### config.mk
export PLATFORM = sky130hd
export DESIGN_NAME = pcc_fifo
export DESIGN_NICKNAME = d
export VERILOG_FILES = /design/src/hdl/pcc_pkg.sv /design/src/hdl/pcc_fifo.sv
export SDC_FILE = /design/constraint.sdc
export NUM_CORES = 1
export LEC_CHECK = 0
export ABC_AREA = 1
export BUFFER_PORTS_ARGS = -buffer_cell sky130_fd_sc_hd__clkbuf_2
export CAP_MARGIN = 20
export CORE_ASPECT_RATIO = 1.5
export CORE_MARGIN = 5
export CORE_UTILIZATION = 25
export DETAILED_ROUTE_END_ITERATION = 10
export HOLD_SLACK_MARGIN = 0.08
export PLACE_DENSITY = 0.46
export RECOVER_POWER = 25
export SYNTH_ARGS = -nofsm -noshare
export SYNTH_HDL_FRONTEND = slang
export SYNTH_SLANG_ARGS = --single-unit
### constraint.sdc
create_clock -name clock -period 19.8 [get_ports clock]
set_clock_uncertainty 0.05 [all_clocks]
set_input_delay 2.97 -clock clock [delete_from_list [all_inputs] [get_ports clock]]
set_output_delay 2.97 -clock clock [all_outputs]
set_load 0.02 [all_outputs]
### src/hdl/pcc_pkg.sv
`timescale 1ns / 1ps
`default_nettype none
package pcc_pkg;

   localparam int SAMPLE_BITS = 16;
   localparam int COUNT_BITS  = 24;

   localparam int SAMPLE_W = 16;
   localparam int CNT_W    = COUNT_BITS + 1;
   localparam int SX_W     = SAMPLE_BITS + COUNT_BITS + 1;
   localparam int SXX_W    = 2 * SAMPLE_BITS + COUNT_BITS - 1;
   localparam int SXY_W    = 2 * SAMPLE_BITS + COUNT_BITS;
   localparam int PROD1_W  = 2 * SAMPLE_BITS;

   // serial multiplier operand and product widths, wide enough for the
   // numerator and variance terms
   localparam int MUL_W  = 2 * SAMPLE_BITS + 2 * COUNT_BITS + 4;
   localparam int PROD_W = 2 * MUL_W;
   localparam int SIGN_W = PROD_W + 2;
   localparam int DIV_W  = PROD_W + 1;

   localparam int FRAC_BITS = 30;
   localparam int QUO_W     = 2 * FRAC_BITS + 1;
   localparam int ROOT_W    = FRAC_BITS + 1;
   localparam int CNTD_W    = $clog2(QUO_W);
   localparam int BIT_W     = $clog2(ROOT_W);
   localparam int R_W       = 32;
   localparam int RSQ_W     = 31;

   localparam int FIFO_DEPTH = 4;
   localparam int FIFO_AW    = $clog2(FIFO_DEPTH);
   localparam int FIFO_CW    = FIFO_AW + 1;

   localparam logic [CNT_W-1:0] COUNT_LIMIT = CNT_W'(1) << COUNT_BITS;

   typedef struct packed {
      logic        [CNT_W-1:0] cnt;
      logic signed [SX_W-1:0]  sx;
      logic signed [SX_W-1:0]  sy;
      logic        [SXX_W-1:0] sxx;
      logic        [SXX_W-1:0] syy;
      logic signed [SXY_W-1:0] sxy;
   } set_sums_type;

   typedef enum logic [3:0] {
      ST_IDLE,
      ST_NXY,
      ST_XY,
      ST_NXX,
      ST_XX,
      ST_NYY,
      ST_YY,
      ST_CHECK,
      ST_DEN,
      ST_NUM2,
      ST_DIV,
      ST_ROOT,
      ST_SQ,
      ST_FIN,
      ST_OUT
   } back_state_type;

   function automatic logic [MUL_W-1:0] mag_of(input logic signed [MUL_W-1:0] v);
      return v[MUL_W-1] ? MUL_W'(-v) : MUL_W'(v);
   endfunction

endpackage
`default_nettype wire

### src/hdl/pcc_fifo.sv
`timescale 1ns / 1ps
`default_nettype none
module pcc_fifo (
   input  wire logic                  clock,
   input  wire logic                  reset,
   input  wire logic                  push,
   input  wire pcc_pkg::set_sums_type push_data,
   input  wire logic                  pop,
   output      pcc_pkg::set_sums_type head_data,
   output      logic                  not_empty,
   output      logic [pcc_pkg::FIFO_CW-1:0] count
);
   import pcc_pkg::*;

   set_sums_type               mem_ff [FIFO_DEPTH];
   logic [FIFO_AW-1:0]         wr_ptr_ff, wr_ptr_in;
   logic [FIFO_AW-1:0]         rd_ptr_ff, rd_ptr_in;
   logic [FIFO_CW-1:0]         count_ff, count_in;

   always_comb begin
      wr_ptr_in = push ? wr_ptr_ff + FIFO_AW'(1) : wr_ptr_ff;
      rd_ptr_in = pop ? rd_ptr_ff + FIFO_AW'(1) : rd_ptr_ff;
      count_in  = count_ff + FIFO_CW'(push) - FIFO_CW'(pop);
   end

   always_ff @(posedge clock) begin
      if (reset) begin
         wr_ptr_ff <= '0;
         rd_ptr_ff <= '0;
         count_ff  <= '0;
      end else begin
         wr_ptr_ff <= wr_ptr_in;
         rd_ptr_ff <= rd_ptr_in;
         count_ff  <= count_in;
      end
   end

   always_ff @(posedge clock) begin
      if (push) begin
         mem_ff[wr_ptr_ff] <= push_data;
      end
   end

   assign head_data = mem_ff[rd_ptr_ff];
   assign not_empty = (count_ff != '0);
   assign count     = count_ff;
endmodule
`default_nettype wire

==> flow_summary.toml <==
[route]
totalWireLength_microns = 102000
drt_iter0_drc = 1359
routedWlPerCell_microns = 16.6
via_per_inst = 4.15
routed-via-count = 25420
drc = 0
firstDrtPassIters = 7
ant_nets = 0

[clock_network]
cts_tree = "done"
cts_buffers = 111
post_cts_resized = 0
insertion_delay_ps = 700
clk_pin_slew_ps = 60
hold_buffers = 0
h-tree-depth = 3
clock_path_buffers = 3
clock-sinks = 1101
postCtsSetupBuffers = 0
root_buffer = "clkbuf_16"

[sta]
rsz0062_at_grt = "no"
tightest_slew_ps = 1070
finalSetupViolations = 0
fin_crit_ps = 7750
hold_ws_ps = 406
maxSlewViolCount = 0
max_freq_mhz = 129
fin_crit_sh = 0.392
timing.setup.tns_ps = 0
hold_viol = 0
relSlewSlack = 0.284

[synth]
syn_nets = 3524
synthAdderAreaFrac = 0.00221
avgSynthCellArea_sq_um = 13.3
netlist_instances = 3240
synth_mux_area_frac = 0
yosys_warnings = 0
synth_compound_area_frac = 0.112
synth_top_family_by_area = "compound AO/OA/AOI/OAI gates"
synth-simple-area-share = 0.0488
synthDistinctLibCells = 16
netlist_top_cells_area = "edfxtp_1, inv_1, nand2_1"
ys_seq_elements = 1101
synth_top_area_frac = 0.761
ys_seq_area_frac = 0.765
synth_top_area_cell = "edfxtp_1"
synth_xor_area_frac = 0
synth.cell_area_sq_mm = 0.0431

[critical_path]
crit_arrival_ps = 4730
r2r-end = "mem_ff[2][109]"
rrSetupSlack_ps = 16460
crit_type = "register to output port"
crit_path_end_kind = "output port"
cp.required_ps = 16780
cp-start-kind = "register"
r2r-start = "wr_ptr_ff[0]"
r2r_cells = 6
endpoint = "head_data[118]"
worstPathMaxFanout = 120

[power]
p_clk_frac = 0.391
p_seq_frac = 0.509
switchingPower_w = 0.00130
power_w = 0.00529
p_per_area_mw_per_mm2 = 103
power_frac_comb = 0.100
power.leakage_nw = 19.1
p_sw_frac = 0.246
cellInternalPower_w = 0.00399
worst_ir_drop_vdd_mv = 0.0686

[place]
io_buffer_count = 553
finalWeightedCongestion = 0.706
dp_hpwl_microns = 63100

[finish]
ff_latch_area_sq_mm = 0.0330
layout-drive-gt1-share = 0.151
nets = 4040
final_cell_mix = "edfxtp_1, inv_1, nand2_1, clkbuf_2, a21oi_1"
area_growth_pct = 19.4
multi_input_area_sq_mm = 0.00703
mostFrequentLayoutCell = "edfxtp_1"
fillers = 17423

[global_routing]
grt_use_total = 0.109
grt_pass1_vias = 24529
grt_max_degree = 189
gr-total-overflow = 0
antenna_found_initial = 31
grt_pass1_wl_microns = 152000

[die]
start_util = 0.252
core-area_sq_mm = 0.171
ios = 554
die_width_microns = 349
die_y_microns = 518
rows = 186
die_area_sq_mm = 0.181

[hold_path]
min_path_type = "register to register"

[job]
drv_cap = 0

[status]
status = "finished, final reports clean"
[power by group through the flow]
stage	logic [W]	registers (W)	clock network (W)
finish	0.000531	0.00269	0.00207
global route	0.000591	0.00270	0.00225
CTS	0.000550	0.00269	0.00215
detailed placement	0.000549	0.00274	0
global placement	0.000546	0.00274	0
floorplan	0.000324	0.00276	0
[cells by family (layout without fill, tap and decap cells)]
logic type,after synthesis,in the layout
buffers and inverters,744,1354
AOI/OAI and AO/OA,829,829
adders and majority gates,7,7
and+or+nand+nor,559,559
other,0,13
DFF,1101,1101
[worst min-delay path by stage]
stage                     endpoint  cells after the start          from  slack (ps)
after global routing      register                      2  rd_ptr_ff[1]         430
final                     register                      2  rd_ptr_ff[1]         410
after detailed placement  register                      2  rd_ptr_ff[1]         400
after global placement    register                      2  rd_ptr_ff[1]         390
after floorplan           register                      2  rd_ptr_ff[1]         390
after CTS                 register                      2  rd_ptr_ff[1]         410
[worst max-delay path, cell delays in order, from the launching register on]
cell	delay [ps]
dfxtp_4	880
buf_4	830
buf_4	710
buf_4	870
a21oi_1	150
o21ai_0	120
nand2_1	90
clkbuf_2	170
[per-stage QoR]
step            util  instances  setup slack, ps  instance area (sq um)
4_1_cts        0.301       6104            11920                  51600
6_report       0.300       6119            12050                  51400
3_3_place_gp   0.280       5897            12830                  48000
2_1_floorplan      -       3240            10890                  43100
3_5_place_dp   0.280       5897            12730                  48000
5_1_grt        0.300       6107            11540                  51400
[cell type report]
class / count / share of cell area
multi-input combinational: 1395 / 0.137
timing repair buffer: 585 / 0.0556
tap: 2256 / 0.0549
sequential: 1101 / 0.641
clock inverter: 75 / 0.0128
clock buffer: 132 / 0.0568
antenna: 13 / 0.000632
inverter: 562 / 0.0416
[sequential cells by signal (all words and copies together) (netlist names), named ones only]
signal     flops
count          3
mem_ff      1092
rd_ptr_ff      2
wr_ptr_ff      2
[routing by layer]
layer / GRT usage / share of wire
met4: 0.0360 / 0.024
met5: 0 / 0.0020
met3: 0.0483 / 0.10
met1: 0.133 / 0.42
met2: 0.172 / 0.45
[cell usage after synthesis]
cell	instances
a21oi_1	279
buf_1	3
buf_2	138
buf_4	23
buf_6	4
clkbuf_1	14
dfxtp_1	9
edfxtp_1	1092
fa_1	1
ha_1	6
inv_1	562
nand2_1	554
nand3_1	2
nor2_1	3
o211ai_1	273
o21ai_0	277
Note: power is estimated with default switching activity, not from simulation.
