<file path="src/hdl/pcc_pkg.sv">
`timescale 1ns / 1ps
`default_nettype none
package pcc_pkg;

   localparam int SAMPLE_BITS = 16;
   localparam int COUNT_BITS  = 24;

   localparam int SAMPLE_W = 16;
   localparam int CNT_W    = COUNT_BITS + 1;
   localparam int SX_W     = SAMPLE_BITS + COUNT_BITS + 1;
   localparam int SXX_W    = 2 * SAMPLE_BITS + COUNT_BITS - 1;
   localparam int SXY_W    = 2 * SAMPLE_BITS + COUNT_BITS;
   localparam int PROD1_W  = 2 * SAMPLE_BITS;

   // serial multiplier operand and product widths, wide enough for the
   // numerator and variance terms
   localparam int MUL_W  = 2 * SAMPLE_BITS + 2 * COUNT_BITS + 4;
   localparam int PROD_W = 2 * MUL_W;
   localparam int SIGN_W = PROD_W + 2;
   localparam int DIV_W  = PROD_W + 1;

   localparam int FRAC_BITS = 30;
   localparam int QUO_W     = 2 * FRAC_BITS + 1;
   localparam int ROOT_W    = FRAC_BITS + 1;
   localparam int CNTD_W    = $clog2(QUO_W);
   localparam int BIT_W     = $clog2(ROOT_W);
   localparam int R_W       = 32;
   localparam int RSQ_W     = 31;

   localparam int FIFO_DEPTH = 4;
   localparam int FIFO_AW    = $clog2(FIFO_DEPTH);
   localparam int FIFO_CW    = FIFO_AW + 1;

   localparam logic [CNT_W-1:0] COUNT_LIMIT = CNT_W'(1) << COUNT_BITS;

   typedef struct packed {
      logic        [CNT_W-1:0] cnt;
      logic signed [SX_W-1:0]  sx;
      logic signed [SX_W-1:0]  sy;
      logic        [SXX_W-1:0] sxx;
      logic        [SXX_W-1:0] syy;
      logic signed [SXY_W-1:0] sxy;
   } set_sums_type;

   typedef enum logic [3:0] {
      ST_IDLE,
      ST_NXY,
      ST_XY,
      ST_NXX,
      ST_XX,
      ST_NYY,
      ST_YY,
      ST_CHECK,
      ST_DEN,
      ST_NUM2,
      ST_DIV,
      ST_ROOT,
      ST_SQ,
      ST_FIN,
      ST_OUT
   } back_state_type;

   function automatic logic [MUL_W-1:0] mag_of(input logic signed [MUL_W-1:0] v);
      return v[MUL_W-1] ? MUL_W'(-v) : MUL_W'(v);
   endfunction

endpackage
`default_nettype wire

</file>
<file path="src/hdl/pcc_front.sv">
`timescale 1ns / 1ps
`default_nettype none
module pcc_front (
   input  wire logic                  clock,
   input  wire logic                  reset,
   input  wire logic                  accept,
   input  wire logic [15:0]           x_sample,
   input  wire logic [15:0]           y_sample,
   input  wire logic                  last_pair,
   input  wire logic [pcc_pkg::FIFO_CW-1:0] fifo_count,
   output      logic                  ready,
   output      logic                  push,
   output      pcc_pkg::set_sums_type push_data
);
   import pcc_pkg::*;

   logic                       s1_valid_ff, s1_valid_in;
   logic                       s1_last_ff;
   logic signed [SAMPLE_BITS-1:0] x_in, y_in;
   logic signed [SAMPLE_BITS-1:0] x_ff, y_ff;
   logic        [PROD1_W-1:0]  pxx_ff, pyy_ff;
   logic signed [PROD1_W-1:0]  pxy_ff;
   set_sums_type               sums_ff, sums_in, sums_next;
   logic                       room;

   assign x_in = signed'(x_sample[SAMPLE_BITS-1:0]);
   assign y_in = signed'(y_sample[SAMPLE_BITS-1:0]);
   assign s1_valid_in = accept;

   // keep one queue slot back for a set closing in the product stage
   assign room  = (fifo_count < FIFO_CW'(FIFO_DEPTH - 1)) ||
                  ((fifo_count == FIFO_CW'(FIFO_DEPTH - 1)) && !(s1_valid_ff && s1_last_ff));
   assign ready = room;

   always_ff @(posedge clock) begin
      x_ff       <= x_in;
      y_ff       <= y_in;
      s1_last_ff <= last_pair;
      pxx_ff     <= PROD1_W'(x_in * x_in);
      pyy_ff     <= PROD1_W'(y_in * y_in);
      pxy_ff     <= x_in * y_in;
   end

   always_comb begin
      sums_next = sums_ff;
      if (sums_ff.cnt < COUNT_LIMIT) begin
         sums_next.cnt = sums_ff.cnt + CNT_W'(1);
         sums_next.sx  = sums_ff.sx + SX_W'(x_ff);
         sums_next.sy  = sums_ff.sy + SX_W'(y_ff);
         sums_next.sxx = sums_ff.sxx + SXX_W'(pxx_ff);
         sums_next.syy = sums_ff.syy + SXX_W'(pyy_ff);
         sums_next.sxy = sums_ff.sxy + SXY_W'(pxy_ff);
      end
      sums_in = sums_ff;
      push    = 1'b0;
      if (s1_valid_ff) begin
         if (s1_last_ff) begin
            push    = 1'b1;
            sums_in = '0;
         end else begin
            sums_in = sums_next;
         end
      end
   end

   assign push_data = sums_next;

   always_ff @(posedge clock) begin
      if (reset) begin
         s1_valid_ff <= 1'b0;
         sums_ff     <= '0;
      end else begin
         s1_valid_ff <= s1_valid_in;
         sums_ff     <= sums_in;
      end
   end
endmodule
`default_nettype wire

</file>
<file path="config.mk">
export PLATFORM = sky130hd
export DESIGN_NAME = pcc_front
export DESIGN_NICKNAME = d
export VERILOG_FILES = /design/src/hdl/pcc_pkg.sv /design/src/hdl/pcc_front.sv
export SDC_FILE = /design/constraint.sdc
export NUM_CORES = 2
export LEC_CHECK = 0
export ABC_AREA = 1
export BUFFER_PORTS_ARGS = -buffer_cell sky130_fd_sc_hd__buf_2
export CORE_UTILIZATION = 46
export CTS_CLUSTER_DIAMETER = 60
export DETAILED_ROUTE_END_ITERATION = 8
export HOLD_SLACK_MARGIN = 0.1
export PLACE_DENSITY = 0.65
export SLEW_MARGIN = 20
export SYNTH_ARGS = -nofsm -noshare
export SYNTH_HDL_FRONTEND = slang
export SYNTH_SLANG_ARGS = --single-unit
</file>
<file path="constraint.sdc">
create_clock -name clock -period 5.9 [get_ports clock]
set_input_delay 0.295 -clock clock [delete_from_list [all_inputs] [get_ports clock]]
set_output_delay 0.295 -clock clock [all_outputs]
set_load 0.02 [all_outputs]
</file>
==> impl_metrics.toml <==
[run_status]
status = "complete, no violations"

[route]
vias = 58700
vias_per_cell = 5.13
postRouteAntennaNets = 0
drtIter0Drc = 4525
first_pass_iters = 6
drc = 0
drt_wl_total_um = 201000
routedWlPerCell_um = 17.5

[sta]
clock.fmax_mhz = 174
period_needed_ns = 5.75
report.final.slew_viol_count = 0
worst_slew_pin_slew_ns = 1.17
finalHoldViolCount = 0
setup_viol = 0
min_period_over_period_pct = 97.5
fin_skew_ns = 0.0493
hold_ws_ns = 0.131
setup_slack_ns = 0.148
slew_headroom_pct = 21.2

[die]
start_util_pct = 46.3
die_x_um = 369
core_area_um2 = 133000
die_height_um = 369
dieArea_um2 = 136000
std_cell_rows = 134
ioPinCount = 314

[synth]
synth_top_area_share_pct = 23.8
synth-edff-count = 0
synth_top_flop_cell = "dfxtp_1"
synth_cells = 9276
async_reset_ff_share_pct = 0
synth_area_um2 = 61800
ys_top_cells_by_area = "fa_1, nand2_1, dfxtp_1"
ys_ff_latch = 399
ys_types = 62
syn_nets = 10500
ys_seq_area_share_pct = 12.9
yosysWarnings = 0
synth_top_area_cell = "fa_1"
syn_avg_cell_area_um2 = 6.67
yosysMostFrequentCell = "nand2_1"
synth_common_cells = "nand2_1, inv_1, fa_1"

[job]
drv_cap = 0

[cts]
numCtsBuffers = 61
cts_setup_buffers = 0
root_buffer = "clkbuf_16"
clock_latency_ns = 0.70
cts_tree = "yes"
cts_buffer_depth = 3
cts.sink_count = 399
cts_max_level = 2
path_clk_slew_ns = 0.06

[global_route]
grt.met2_usage_pct = 46.8
grt_pass1_vias = 57200
overflow = 0
track_usage_pct = 29.4
grt_pass1_wl_um = 315000
grt_start_max_net_pins = 170
grtUsageMet3_pct = 3.81
gr-usage-met1_pct = 42.2
top_usage_layer = "met2"
antenna_found_initial = 10

[worst_setup_path]
critPathBufInv = 7
critical_path.endpoint_type = "flip-flop"
cp_slowest_cell = "dlygate4sd3_1"
slowest_delay_ns = 0.61
path_depth = 23
path_max_fanout = 10
startpoint_type = "input port"
crit_type = "in -> reg"
crit_arrival_ns = 6.33
ff2ff_path_depth = 10
critical-path-top-delay-family = "adder cells"
critPathMostFrequentCell = "fa_1"
path_cells = "dlygate4sd3_1 -> clkbuf_4 -> buf_4 -> inv_1 -> nand2_1 -> xor2_1 -> ha_1 -> fa_1 -> fa_1 -> fa_1 -> fa_1 -> inv_1 -> fa_1 -> inv_1 -> ha_1 -> nand2_1 -> nor2_1 -> inv_1 -> nor2_1 -> nand3_1 -> nand3_2 -> a21oi_2 -> xnor2_2"
required_ns = 6.48

[cells_and_area]
drive_gt1_share_pct = 9.35
finalNonFillerCells = 11400
fin_util_pct = 51.5
design_area_um2 = 68700
area_growth_pct = 11.2
nets = 10900

[placed_design]
place.gp.congestion = 1.02
dp_cells = 11300
dp_hpwl_um = 167000
dpl-instance-area_um2 = 66300
port_buffers = 313
dp_slack_ns = -0.319

[power]
p_leak_nw = 38.5
irDropWorstVdd_mv = 0.957
powerDensity_nw_per_um2 = 697

[min_path]
hold_depth = 2
worstHoldPathType = "in -> reg"
-- worst paths after layout --
path	end	from	slack [ns]
setup / recovery	pxx_ff[28]	x_sample[3]	0.15
hold / removal	sums_ff[227]	reset	0.13
setup reg to reg	sums_ff[52]	pxy_ff[31]	2.35
hold reg to reg	sums_ff[267]	sums_ff[267]	0.47
-- worst reg2reg max path, cell delays in order (launching register included) --
cell and delay (ns):
dfxtp_1 1.02, ha_1 0.45, nand2_1 0.15, nor2_2 0.19, nand2_1 0.18, nor4_1 0.64
nand3_1 0.35, nand3_1 0.17, nand3_1 0.10, nand3_1 0.10, a21oi_1 0.08
-- per-layer routing --
layer | share of wire (%) | vias to the layer above
li1 | - | 28800
met5 | 0.0035 | -
met2 | 44 | 1604
met1 | 47 | 28000
met3 | 6.5 | 223
met4 | 2.4 | 2
-- flip-flops by register name, summed over array words and instances, names as in the netlist --
name         flops
x_ff            15
y_ff            15
s1_valid_ff      1
pxx_ff          31
s1_last_ff       1
pxy_ff          32
pyy_ff          31
sums_ff        273
-- per-stage QoR --
| step | TNS [ns] | power, mW |
|---|---|---|
| 2_1_floorplan | 0 | 30.5 |
| 3_3_place_gp | -1.04 | 43.1 |
| 3_5_place_dp | -1.77 | 43.5 |
| 4_1_cts | 0 | 47.5 |
| 5_1_grt | -0.00191 | 53.3 |
| 6_report | 0 | 47.9 |
-- logic make-up (layout without fill, tap and decap cells) --
logic type,after synthesis,after routing,share of synthesized area (%)
fa+ha+maj,1196,1196,33.1
buf+inv,2345,2742,14.4
simple gates,4155,4155,28.2
other cells,0,2,0
compound gates,1007,1007,8.92
mux,5,5,0.0809
xor+xnor,169,169,2.39
flops,399,399,12.9
-- final cells by class --
class	instances	area (um2)
diodes	2	5.00
clock buffers	77	1690
clock inverters	37	389
fillers	13700	64700
inverters	2081	7830
multi-input cells	6532	45100
flip-flops and latches	399	7990
well taps	1768	2210
repair buffers	547	3570
-- cell usage in the layout (no fill, tap or decap), types with 11 or more instances in the layout --
cell type,netlist,layout
dfxtp_1,399,397
nand2_2,22,23
nor3_2,9,11
nand3_1,523,522
or2_2,101,101
fa_1,734,733
a31oi_1,16,16
o21bai_1,39,39
xor2_1,105,103
nor3_1,50,47
buf_12,0,12
inv_2,18,18
a21oi_1,595,591
xnor2_1,64,63
inv_1,2060,2059
nor2_1,555,554
nand3_2,26,27
nand2_1,2662,2661
dlygate4sd3_1,0,18
a21oi_2,14,18
a21o_1,25,25
buf_4,2,206
nand3b_1,16,16
o21ai_1,41,45
buf_2,28,303
nor4_1,14,14
clkbuf_16,0,62
nand4_1,80,80
o21ai_0,202,198
nor2_2,30,30
o211ai_1,14,14
ha_1,462,462
and2_1,45,45
-- where the power goes --
| group | total [mW] | switching (mW) | internal (mW) |
|---|---|---|---|
| clock | 3.77 | 1.58 | 2.19 |
| combinational | 40.0 | 24.2 | 15.9 |
| sequential | 4.08 | 0.420 | 3.66 |
| total | 47.9 | 26.2 | 21.7 |
-- what timing repair did --
item	CTS	global route
setup endpoints to repair	0	18
hold buffers	18	0
resized for setup	0	34
hold endpoints to repair	19	0
(Power assumes the default switching activity.)
